$ cat config.mk
export PLATFORM = sky130hd
export DESIGN_NAME = epgds_apb
export DESIGN_NICKNAME = d
export VERILOG_FILES = /design/src/epgds_pkg.sv /design/src/epgds_apb.sv
export SDC_FILE = /design/constraint.sdc
export NUM_CORES = 1
export LEC_CHECK = 0
export BUFFER_PORTS_ARGS = -buffer_cell sky130_fd_sc_hd__clkbuf_2
export CORE_UTILIZATION = 38
export CTS_CLUSTER_DIAMETER = 60
export DETAILED_ROUTE_END_ITERATION = 6
export PLACE_DENSITY_LB_ADDON = 0.3
export SLEW_MARGIN = 15
export SYNTH_ARGS = -nofsm -noshare
export SYNTH_HDL_FRONTEND = slang
export SYNTH_SLANG_ARGS = --single-unit
$ cat constraint.sdc
create_clock -name clk -period 1.6 [get_ports clk]
set_input_delay 0.4 -clock clk [delete_from_list [all_inputs] [get_ports clk]]
set_output_delay 0.4 -clock clk [all_outputs]
set_load 0.01 [all_outputs]
$ cat src/epgds_pkg.sv
// Shared types, codes and helpers of the discrete order shift block.
package epgds_pkg;

	localparam int VAL_W = 64;
	localparam int STEP_W = 21;

	typedef enum logic [1:0] {
		ACT_LOAD   = 2'd0,
		ACT_FINISH = 2'd1,
		ACT_READ   = 2'd2,
		ACT_NONE   = 2'd3
	} act_t;

	typedef enum logic [1:0] {
		KIND_F  = 2'd0,
		KIND_FS = 2'd1,
		KIND_Z  = 2'd2
	} kind_t;

	typedef struct packed {
		act_t               action;
		logic [19:0]        order;
		logic               pool;
		logic               echo_row;
		logic signed [31:0] f_re;
		logic signed [31:0] f_im;
		logic signed [31:0] fs_re;
		logic signed [31:0] fs_im;
		logic signed [31:0] z_re;
		logic signed [31:0] z_im;
		logic [9:0]         index;
	} req_t;

	typedef struct packed {
		logic [19:0]        out_order;
		logic signed [31:0] out_f_re;
		logic signed [31:0] out_f_im;
		logic signed [31:0] out_fs_re;
		logic signed [31:0] out_fs_im;
		logic signed [31:0] out_z_re;
		logic signed [31:0] out_z_im;
		logic [10:0]        entry_count;
		logic               overflow;
	} res_t;

	// complex conjugate, re in low half, im in high half; -(-2^31) saturates
	function automatic logic [VAL_W-1:0] conj(input logic [VAL_W-1:0] v);
		logic [31:0] im;
		im = v[63:32];
		if (im == 32'h8000_0000) begin
			im = 32'h7FFF_FFFF;
		end else begin
			im = 32'(~im + 32'd1);
		end
		return {im, v[31:0]};
	endfunction

endpackage

$ cat src/epgds_apb.sv
// APB configuration register holding the signed order step.
module epgds_apb (
	input  logic                        clk,
	input  logic                        arst_n,
	input  logic                        psel,
	input  logic                        penable,
	input  logic                        pwrite,
	input  logic [2:0]                  paddr,
	input  logic [31:0]                 pwdata,
	output logic [31:0]                 prdata,
	output logic                        pready,
	output logic [epgds_pkg::STEP_W-1:0] shift_amount
);
	import epgds_pkg::*;

	localparam logic [2:0] ADDR_SHIFT = 3'd0;

	logic [STEP_W-1:0] shift_q;

	always_ff @(posedge clk or negedge arst_n) begin
		if (!arst_n) begin
			shift_q <= '0;
		end else if (psel && penable && pwrite && paddr == ADDR_SHIFT) begin
			shift_q <= pwdata[STEP_W-1:0];
		end
	end

	assign pready = 1'b1;
	assign shift_amount = shift_q;
	assign prdata = (paddr == ADDR_SHIFT) ? {{(32-STEP_W){shift_q[STEP_W-1]}}, shift_q} : '0;
endmodule

==> impl_metrics.json, run 1 <==
{
  "num_vias": 876,
  "synth_area_leaders": "dfrtp_1 (46%), mux2_4 (27%), and2_1 (11%)",
  "place_area_um2": 1490,
  "p_per_area_nw_per_um2": 842,
  "drtIter0Drc": 18,
  "fin_skew_ns": 0,
  "grt_pass1_vias": 774,
  "largest_reg_flops": 21,
  "stdcell_area_um2": 1720,
  "fin_crit_ns": 1.62,
  "ios": 94,
  "grt_use_met3": 0.0346,
  "max_cap_viol_count": 0,
  "slew_viol_final": 0,
  "yosysUniqueCellTypes": 11,
  "synth_seq_cells": 21,
  "die_w_um": 56.6,
  "firstDrtPassIters": 4,
  "fin_ws_ns": -0.0180,
  "port-buffer-count": 81,
  "drive_above_1_share": 0.806,
  "synth_enable_flop_cells": 0,
  "yosysTopAreaCell": "dfrtp_1",
  "cts.sinks": 21,
  "failed_checks": "setup timing",
  "numCtsBuffers": 3,
  "h-tree-depth": 1,
  "clockBufferDepth": 2,
  "ir_drop_v": 0.000598,
  "combPwrFrac": 0.328,
  "root_buffer": "clkbuf_4",
  "async_flop_share": 1.00,
  "cp.depth": 6,
  "rsz0062_at_grt": "true",
  "critPathArrivalTime_ns": 1.22,
  "grtUsageTotal": 0.148,
  "ant_nets": 0,
  "synthFlopType": "dfrtp_1",
  "grt_max_degree": 22,
  "cp-end-kind": "output port",
  "setup_viol": 14,
  "drc": 0,
  "reg2reg_slack_ns": 0.80,
  "crit_path_max_incr_delay_ns": 0.21,
  "hold_viol": 0,
  "power_mw": 1.44,
  "crit_buf_inv": 4,
  "seq_power_share": 0.496,
  "synth_common_cells": "dfrtp_1 (21), and2_1 (20), mux2_4 (20)",
  "status": "finished with violations",
  "use_met2": 0.234,
  "slowest_stage": "nor3_4",
  "routed_wl_mm": 2.63,
  "globalplace.congestion": 0.664,
  "use_met1": 0.193,
  "syn_area_um2": 1130,
  "grt-busiest-layer": "met2",
  "die-area_um2": 3200,
  "cp_top_family": "buffers and inverters",
  "cp_max_fo": 5,
  "path_class": "input pin to output port",
  "clock_latency_ns": 0.30,
  "p_switching_mw": 0.430,
  "yosys_warnings": 0,
  "cts_tree": "yes",
  "cp_common_cell": "buf_6",
  "num_rows": 19,
  "areaGrowthSynthToFinish_pct": 51.5,
  "synth.most_common_cell": "dfrtp_1",
  "grt.overflow.total": 0,
  "hold_class": "input pin to asynchronous set/reset pin",
  "synth_top_area_frac": 0.464,
  "avgViaCountPerCell": 4.59,
  "p_sw_frac": 0.298,
  "rr_worst_depth": 1,
  "cts.clk_slew.worst_paths_ns": 0.12,
  "worstPathCellList": "buf_6 > nor3_4 > buf_6 > clkbuf_16 > and2_1 > buf_2",
  "syn_nets": 122,
  "p_int_mw": 1.01,
  "nets": 201,
  "synth_area_per_cell_um2": 13.8,
  "fin_crit_sh": 1.01,
  "synthCells": 82,
  "pre_cts_ws_ns": -0.132,
  "core_um2": 2780,
  "antenna_found_initial": 0,
  "diodes": 0,
  "dp_hpwl_mm": 1.62,
  "wire_per_inst_um": 13.8,
  "cp.required_ns": 1.20,
  "critPathLaunchType": "input pin",
  "leakagePower_nw": 0.971,
  "maxSlewHeadroom": 0.646,
  "worst_pin_slew_ns": 0.532,
  "start_util": 0.407,
  "grt_pass1_wl_mm": 3.60,
  "fmax_mhz": 618,
  "die_h_um": 56.6,
  "nFillCells": 227,
  "p_clk_frac": 0.176,
  "seq_area_frac_synth": 0.464
}
[power groups by stage]
| stage | clock [mW] | sequential [mW] | combinational, mW |
|---|---|---|---|
| 5_1_grt | 0.299 | 0.731 | 0.507 |
| 4_1_cts | 0.274 | 0.710 | 0.434 |
| 6_report | 0.255 | 0.716 | 0.474 |
| 2_1_floorplan | 0 | 0.758 | 0.202 |
| 3_3_place_gp | 0 | 0.711 | 0.424 |
| 3_5_place_dp | 0 | 0.716 | 0.430 |
[metrics by stage]
stage / TNS [ns] / instances / hold WS (ns) / util
2_1_floorplan: 0 / 82 / 0.104 / -
4_1_cts: -0.667 / 185 / 0.0541 / 0.548
6_report: -0.121 / 191 / 0.0490 / 0.617
3_5_place_dp: -4.58 / 181 / 0.404 / 0.534
3_3_place_gp: -3.99 / 181 / 0.389 / 0.534
5_1_grt: -0.916 / 191 / 0.0545 / 0.617
[logic make-up after synthesis]
family | Yosys count | share of synthesized area
buffers and inverters | 16 | 0.122
DFF | 21 | 0.464
muxes | 21 | 0.275
other | 1 | 0.00331
and+or+nand+nor | 23 | 0.136
[repair_timing]
action	4_1_cts	5_1_grt
gates cloned	0	3
pin swaps	5	2
resized for setup	2	65
hold buffers	0	0
setup buffers	0	3
setup endpoints to repair	31	31
[layout make-up]
| cell class | count | area (um^2) | share of cell area |
|---|---|---|---|
| clock buffer | 3 | 22.5 | 0.0131 |
| timing repair buffer | 90 | 619 | 0.361 |
| tap | 31 | 38.8 | 0.0226 |
| sequential | 21 | 526 | 0.306 |
| multi-input combinational | 45 | 504 | 0.294 |
| clock inverter | 1 | 5.00 | 0.00292 |
[layer usage]
layer	wire length, um	share of wire
met1	1110	0.42
met2	1320	0.50
met3	185	0.070
met4	12	0.0046
met5	0	0
[layout by cell type, fill, tap and decap left out, drive strengths merged]
master   n
clkinv   1
mux2    21
clkbuf  52
nor3     1
and4     1
buf     41
and2    21
conb     1
dfrtp   21
[worst paths after layout]
kind | from | end
worst min-delay path | arst_n | shift_amount[13]
worst max register to register | shift_amount[9] | shift_amount[9]
worst max-delay path | paddr[2] | prdata[5]
worst min register to register | shift_amount[20] | shift_amount[20]
max in group asynchronous | arst_n | shift_amount[9]
min in group clk | pwdata[16] | shift_amount[16]
Note: power is estimated with default switching activity, not from simulation.
==> run 2: changes to the inputs <==
--- a/config.mk
+++ b/config.mk
@@ -10,6 +10,7 @@
 export CTS_CLUSTER_DIAMETER = 60
 export DETAILED_ROUTE_END_ITERATION = 6
 export PLACE_DENSITY_LB_ADDON = 0.3
+export REMOVE_ABC_BUFFERS = 1
 export SLEW_MARGIN = 15
 export SYNTH_ARGS = -nofsm -noshare
 export SYNTH_HDL_FRONTEND = slang
==> impl_metrics.json, run 2 (synthesis results as in run 1) <==
{
  "hold_viol": 0,
  "p_switching_mw": 0.428,
  "cts_tree": "yes",
  "grt_pass1_vias": 809,
  "clockBufferDepth": 2,
  "antenna_found_initial": 0,
  "status": "finished with violations",
  "final_cell_mix": "clkbuf_2 (50), buf_6 (21), dfrtp_1 (21), mux2_4 (20), and2_4 (19)",
  "path_class": "input pin to output port",
  "cp-startpoint": "paddr[2]",
  "setup_viol": 16,
  "ios": 94,
  "drtIter0Drc": 11,
  "fmax_mhz": 613,
  "critPathLaunchType": "input pin",
  "grt.overflow.total": 0,
  "max_cap_viol_count": 0,
  "seq_power_share": 0.497,
  "largest_reg_flops": 21,
  "ant_nets": 0,
  "root_buffer": "clkbuf_4",
  "die-area_um2": 3200,
  "failed_checks": "setup timing",
  "grt-busiest-layer": "met2",
  "dp.cells": 183,
  "diodes": 0,
  "start_util": 0.407,
  "cp.required_ns": 1.20,
  "grtUsageTotal": 0.154,
  "ir_drop_v": 0.000565,
  "fin_ws_ns": -0.0309,
  "drc": 0,
  "grt_pass1_wl_mm": 3.73,
  "cp-end-kind": "output port",
  "wire_per_inst_um": 14.0,
  "pre_cts_ws_ns": -0.129,
  "reg2reg_slack_ns": 0.78,
  "firstDrtPassIters": 2,
  "p_int_mw": 1.03,
  "cts.sinks": 21,
  "maxSlewHeadroom": 0.650,
  "multi_input_area_um2": 522,
  "areaGrowthSynthToFinish_pct": 54.9,
  "stdcell_area_um2": 1750,
  "worst_pin_slew_ns": 0.525,
  "fin_skew_ns": 0,
  "combPwrFrac": 0.333,
  "final_cells": 190,
  "clock_latency_ns": 0.28,
  "critPathArrivalTime_ns": 1.23,
  "port-buffer-count": 81,
  "num_rows": 19,
  "p_sw_frac": 0.294,
  "core_um2": 2780,
  "leakagePower_nw": 0.973,
  "cp_common_cell": "buf_6",
  "die_h_um": 56.6,
  "final_common_cell": "clkbuf_2",
  "slew_viol_final": 0,
  "grt_use_met3": 0.0230,
  "crit_path_max_incr_delay_ns": 0.19,
  "fin_crit_ns": 1.63,
  "grt_max_degree": 22,
  "avgViaCountPerCell": 4.66,
  "num_vias": 886,
  "worstPathCellList": "buf_6 > nor3_4 > buf_6 > clkbuf_16 > and2_4 > buf_6",
  "nFillCells": 227,
  "cp_max_fo": 7,
  "globalplace.congestion": 0.678,
  "use_met1": 0.197,
  "h-tree-depth": 1,
  "hold_class": "input pin to asynchronous set/reset pin",
  "fin_crit_sh": 1.02,
  "drive_above_1_share": 0.843,
  "postCtsHoldBufs": 0,
  "p_per_area_nw_per_um2": 829,
  "use_met2": 0.261,
  "cts.clk_slew.worst_paths_ns": 0.12,
  "numCtsBuffers": 3,
  "place_area_um2": 1500,
  "nets": 200,
  "r2r-start": "shift_amount[4]",
  "slowest_stage": "nor3_4",
  "p_clk_frac": 0.170,
  "register_area_um2": 526,
  "routed_wl_mm": 2.66,
  "die_w_um": 56.6,
  "rsz0062_at_grt": "true"
}
run 2: cell count changes in the layout (fill, tap and decap cells not counted):
cell and delta:
and2_4 +7, clkbuf_2 +2, and2_1 -7, buf_6 +4, clkinv_2 -1, clkbuf_1 +1, buf_2 -8, buf_4 +1
run 2: layout make-up:
cell class / count / area share
Tap cell: 31 / 0.0221
Clock buffer: 4 / 0.0150
Sequential cell: 21 / 0.300
Multi-Input combinational cell: 45 / 0.297
Timing Repair Buffer: 89 / 0.366
run 2: metrics by stage:
| step | power, mW | TNS, ns | hold slack, ns | util |
|---|---|---|---|---|
| after floorplan | 0.942 | -10.47 | 0.104 | - |
| after global placement | 1.14 | -4.78 | 0.391 | 0.540 |
| after detailed placement | 1.15 | -4.05 | 0.400 | 0.540 |
| after CTS | 1.42 | -0.853 | 0.0596 | 0.555 |
| after global routing | 1.54 | -1.80 | 0.0748 | 0.631 |
| final | 1.45 | -0.271 | 0.0525 | 0.631 |
run 2: worst max-delay path: cells and delay by family:
| kind | cells | cell delay (ns) |
|---|---|---|
| buffers and inverters | 4 | 0.50 |
| and+or+nand+nor | 2 | 0.32 |
run 2: layer usage:
metal	share of wire	wire (um)
met1	0.41	1100
met2	0.51	1350
met3	0.072	192
met4	0.0064	17
met5	0	0
run 2: final timing paths:
kind                       cells past startpoint                to
setup / recovery                               6         prdata[9]
setup reg to reg                               1   shift_amount[4]
min in group clk                               2   shift_amount[9]
max in group asynchronous                      1  shift_amount[10]
hold reg to reg                                1  shift_amount[15]
hold / removal                                 1  shift_amount[19]
run 2: power by group through the flow:
stage                     clock network (mW)  logic (mW)  registers [mW]
after floorplan                            0       0.184           0.758
after global placement                     0       0.426           0.711
after detailed placement                   0       0.434           0.721
after CTS                              0.267       0.440           0.713
after global routing                   0.285       0.516           0.739
final                                  0.248       0.484           0.723
run 2: what timing repair did:
action	4_1_cts	5_1_grt
gates cloned	0	1
endpoints found under the setup margin	30	30
resized for setup	3	71
buffers inserted	1	1
pin swaps	0	6
==> run 3: changes to the inputs <==
--- a/config.mk
+++ b/config.mk
@@ -11,6 +11,7 @@
 export DETAILED_ROUTE_END_ITERATION = 6
 export PLACE_DENSITY_LB_ADDON = 0.3
 export REMOVE_ABC_BUFFERS = 1
+export SKIP_LAST_GASP = 1
 export SLEW_MARGIN = 15
 export SYNTH_ARGS = -nofsm -noshare
 export SYNTH_HDL_FRONTEND = slang
==> impl_metrics.json, run 3 (synthesis results as in run 1) <==
{
  "status": "finished with violations",
  "failed_checks": "setup timing",
  "clock_latency_ns": 0.28,
  "nets": 200,
  "drive_above_1_share": 0.843,
  "postCtsHoldBufs": 0,
  "slew_viol_final": 0,
  "antenna_found_initial": 0,
  "fin_crit_sh": 1.02,
  "grt_max_degree": 22,
  "p_clk_frac": 0.170,
  "cp_common_cell": "buf_6",
  "critPathLaunchType": "input pin",
  "start_util": 0.407,
  "slowest_stage": "nor3_4",
  "final_common_cell": "clkbuf_2",
  "p_per_area_nw_per_um2": 829,
  "stdcell_area_um2": 1750,
  "hold_class": "input pin to asynchronous set/reset pin",
  "r2r-start": "shift_amount[4]",
  "num_vias": 884,
  "crit_path_max_incr_delay_ns": 0.19,
  "worstPathCellList": "buf_6 > nor3_4 > buf_6 > clkbuf_16 > and2_4 > buf_6",
  "leakagePower_nw": 0.963,
  "fin_ws_ns": -0.0309,
  "cts.clk_slew.worst_paths_ns": 0.12,
  "dp.cells": 183,
  "setup_viol": 36,
  "maxSlewHeadroom": 0.650,
  "die_h_um": 56.6,
  "drtIter0Drc": 11,
  "p_int_mw": 1.03,
  "firstDrtPassIters": 2,
  "p_sw_frac": 0.295,
  "final_cell_mix": "clkbuf_2 (62), buf_6 (21), dfrtp_1 (21), mux2_4 (20), and2_4 (19)",
  "numCtsBuffers": 3,
  "grtUsageTotal": 0.154,
  "routed_wl_mm": 2.65,
  "fin_skew_ns": 0,
  "num_rows": 19,
  "combPwrFrac": 0.333,
  "rsz0062_at_grt": "true",
  "globalplace.congestion": 0.678,
  "diodes": 0,
  "h-tree-depth": 1,
  "cp-end-kind": "output port",
  "power_mw": 1.45,
  "place_area_um2": 1500,
  "wire_per_inst_um": 14.0,
  "ir_drop_v": 0.000565,
  "cp.required_ns": 1.20,
  "grt_pass1_wl_mm": 3.73,
  "fin_tns_setup_ns": -0.392,
  "die_w_um": 56.6,
  "avgViaCountPerCell": 4.65,
  "cp_max_fo": 7,
  "largest_reg_flops": 21,
  "path_class": "input pin to output port",
  "grt.overflow.total": 0,
  "seq_power_share": 0.497,
  "fin_crit_ns": 1.63,
  "worst_pin_slew_ns": 0.525,
  "die-area_um2": 3200,
  "fmax_mhz": 613,
  "crit_buf_inv": 4,
  "final_cells": 190,
  "rr_worst_depth": 1,
  "cts_tree": "yes",
  "r2r-end": "shift_amount[4]",
  "ios": 94,
  "critPathArrivalTime_ns": 1.23,
  "areaGrowthSynthToFinish_pct": 54.9,
  "grt_pass1_vias": 809,
  "clockBufferDepth": 2,
  "drc": 0,
  "ant_nets": 0,
  "cts.sinks": 21,
  "port-buffer-count": 81,
  "reg2reg_slack_ns": 0.78,
  "cp_top_family": "buffers and inverters",
  "core_um2": 2780,
  "hold_viol": 0,
  "root_buffer": "clkbuf_4",
  "max_cap_viol_count": 0,
  "p_switching_mw": 0.428
}
run 3: how the worst max path moves through the flow:
stage | start | end | slack, ns | cells after the start
floorplan | paddr[1] | prdata[20] | -0.35 | 2
global placement | paddr[1] | shift_amount[17] | -0.14 | 6
detailed placement | paddr[1] | shift_amount[11] | -0.13 | 6
CTS | paddr[1] | prdata[1] | -0.06 | 6
global route | paddr[2] | prdata[9] | -0.07 | 6
finish | paddr[2] | prdata[9] | -0.03 | 6
run 3: through the flow:
| step | hold WS, ns | worst slack, ns | utilization |
|---|---|---|---|
| 3_5_place_dp | 0.400 | -0.129 | 0.540 |
| 6_report | 0.0525 | -0.0309 | 0.631 |
| 5_1_grt | 0.0748 | -0.0743 | 0.631 |
| 4_1_cts | 0.0596 | -0.0620 | 0.555 |
| 3_3_place_gp | 0.391 | -0.142 | 0.540 |
| 2_1_floorplan | 0.104 | -0.353 | - |
run 3: layer usage:
layer,part of all wire,wire length [um],vias up,GRT usage
met3,0.072,192,2,0.0230
li1,-,-,406,-
met5,0,0,-,0
met2,0.51,1350,61,0.261
met1,0.41,1100,415,0.197
met4,0.0064,17,0,0.0627
run 3: layout make-up:
| type | count | area (um^2) |
|---|---|---|
| repair buffers | 89 | 642 |
| flip-flops and latches | 21 | 526 |
| fillers | 227 | 1030 |
| well taps | 31 | 38.8 |
| clock buffers | 4 | 26.3 |
| multi-input cells | 45 | 522 |
run 3: power groups by stage:
stage	clock (mW)	sequential, mW	combinational (mW)
after detailed placement	0	0.721	0.434
after floorplan	0	0.758	0.184
after CTS	0.267	0.713	0.440
after global routing	0.285	0.739	0.517
final	0.248	0.723	0.484
after global placement	0	0.711	0.426
run 3: timing repair:
action	in CTS	in global routing
resized for setup	3	59
cloned	0	1
buffers inserted	1	1
pin swaps	0	5
endpoints found under the setup margin	30	30
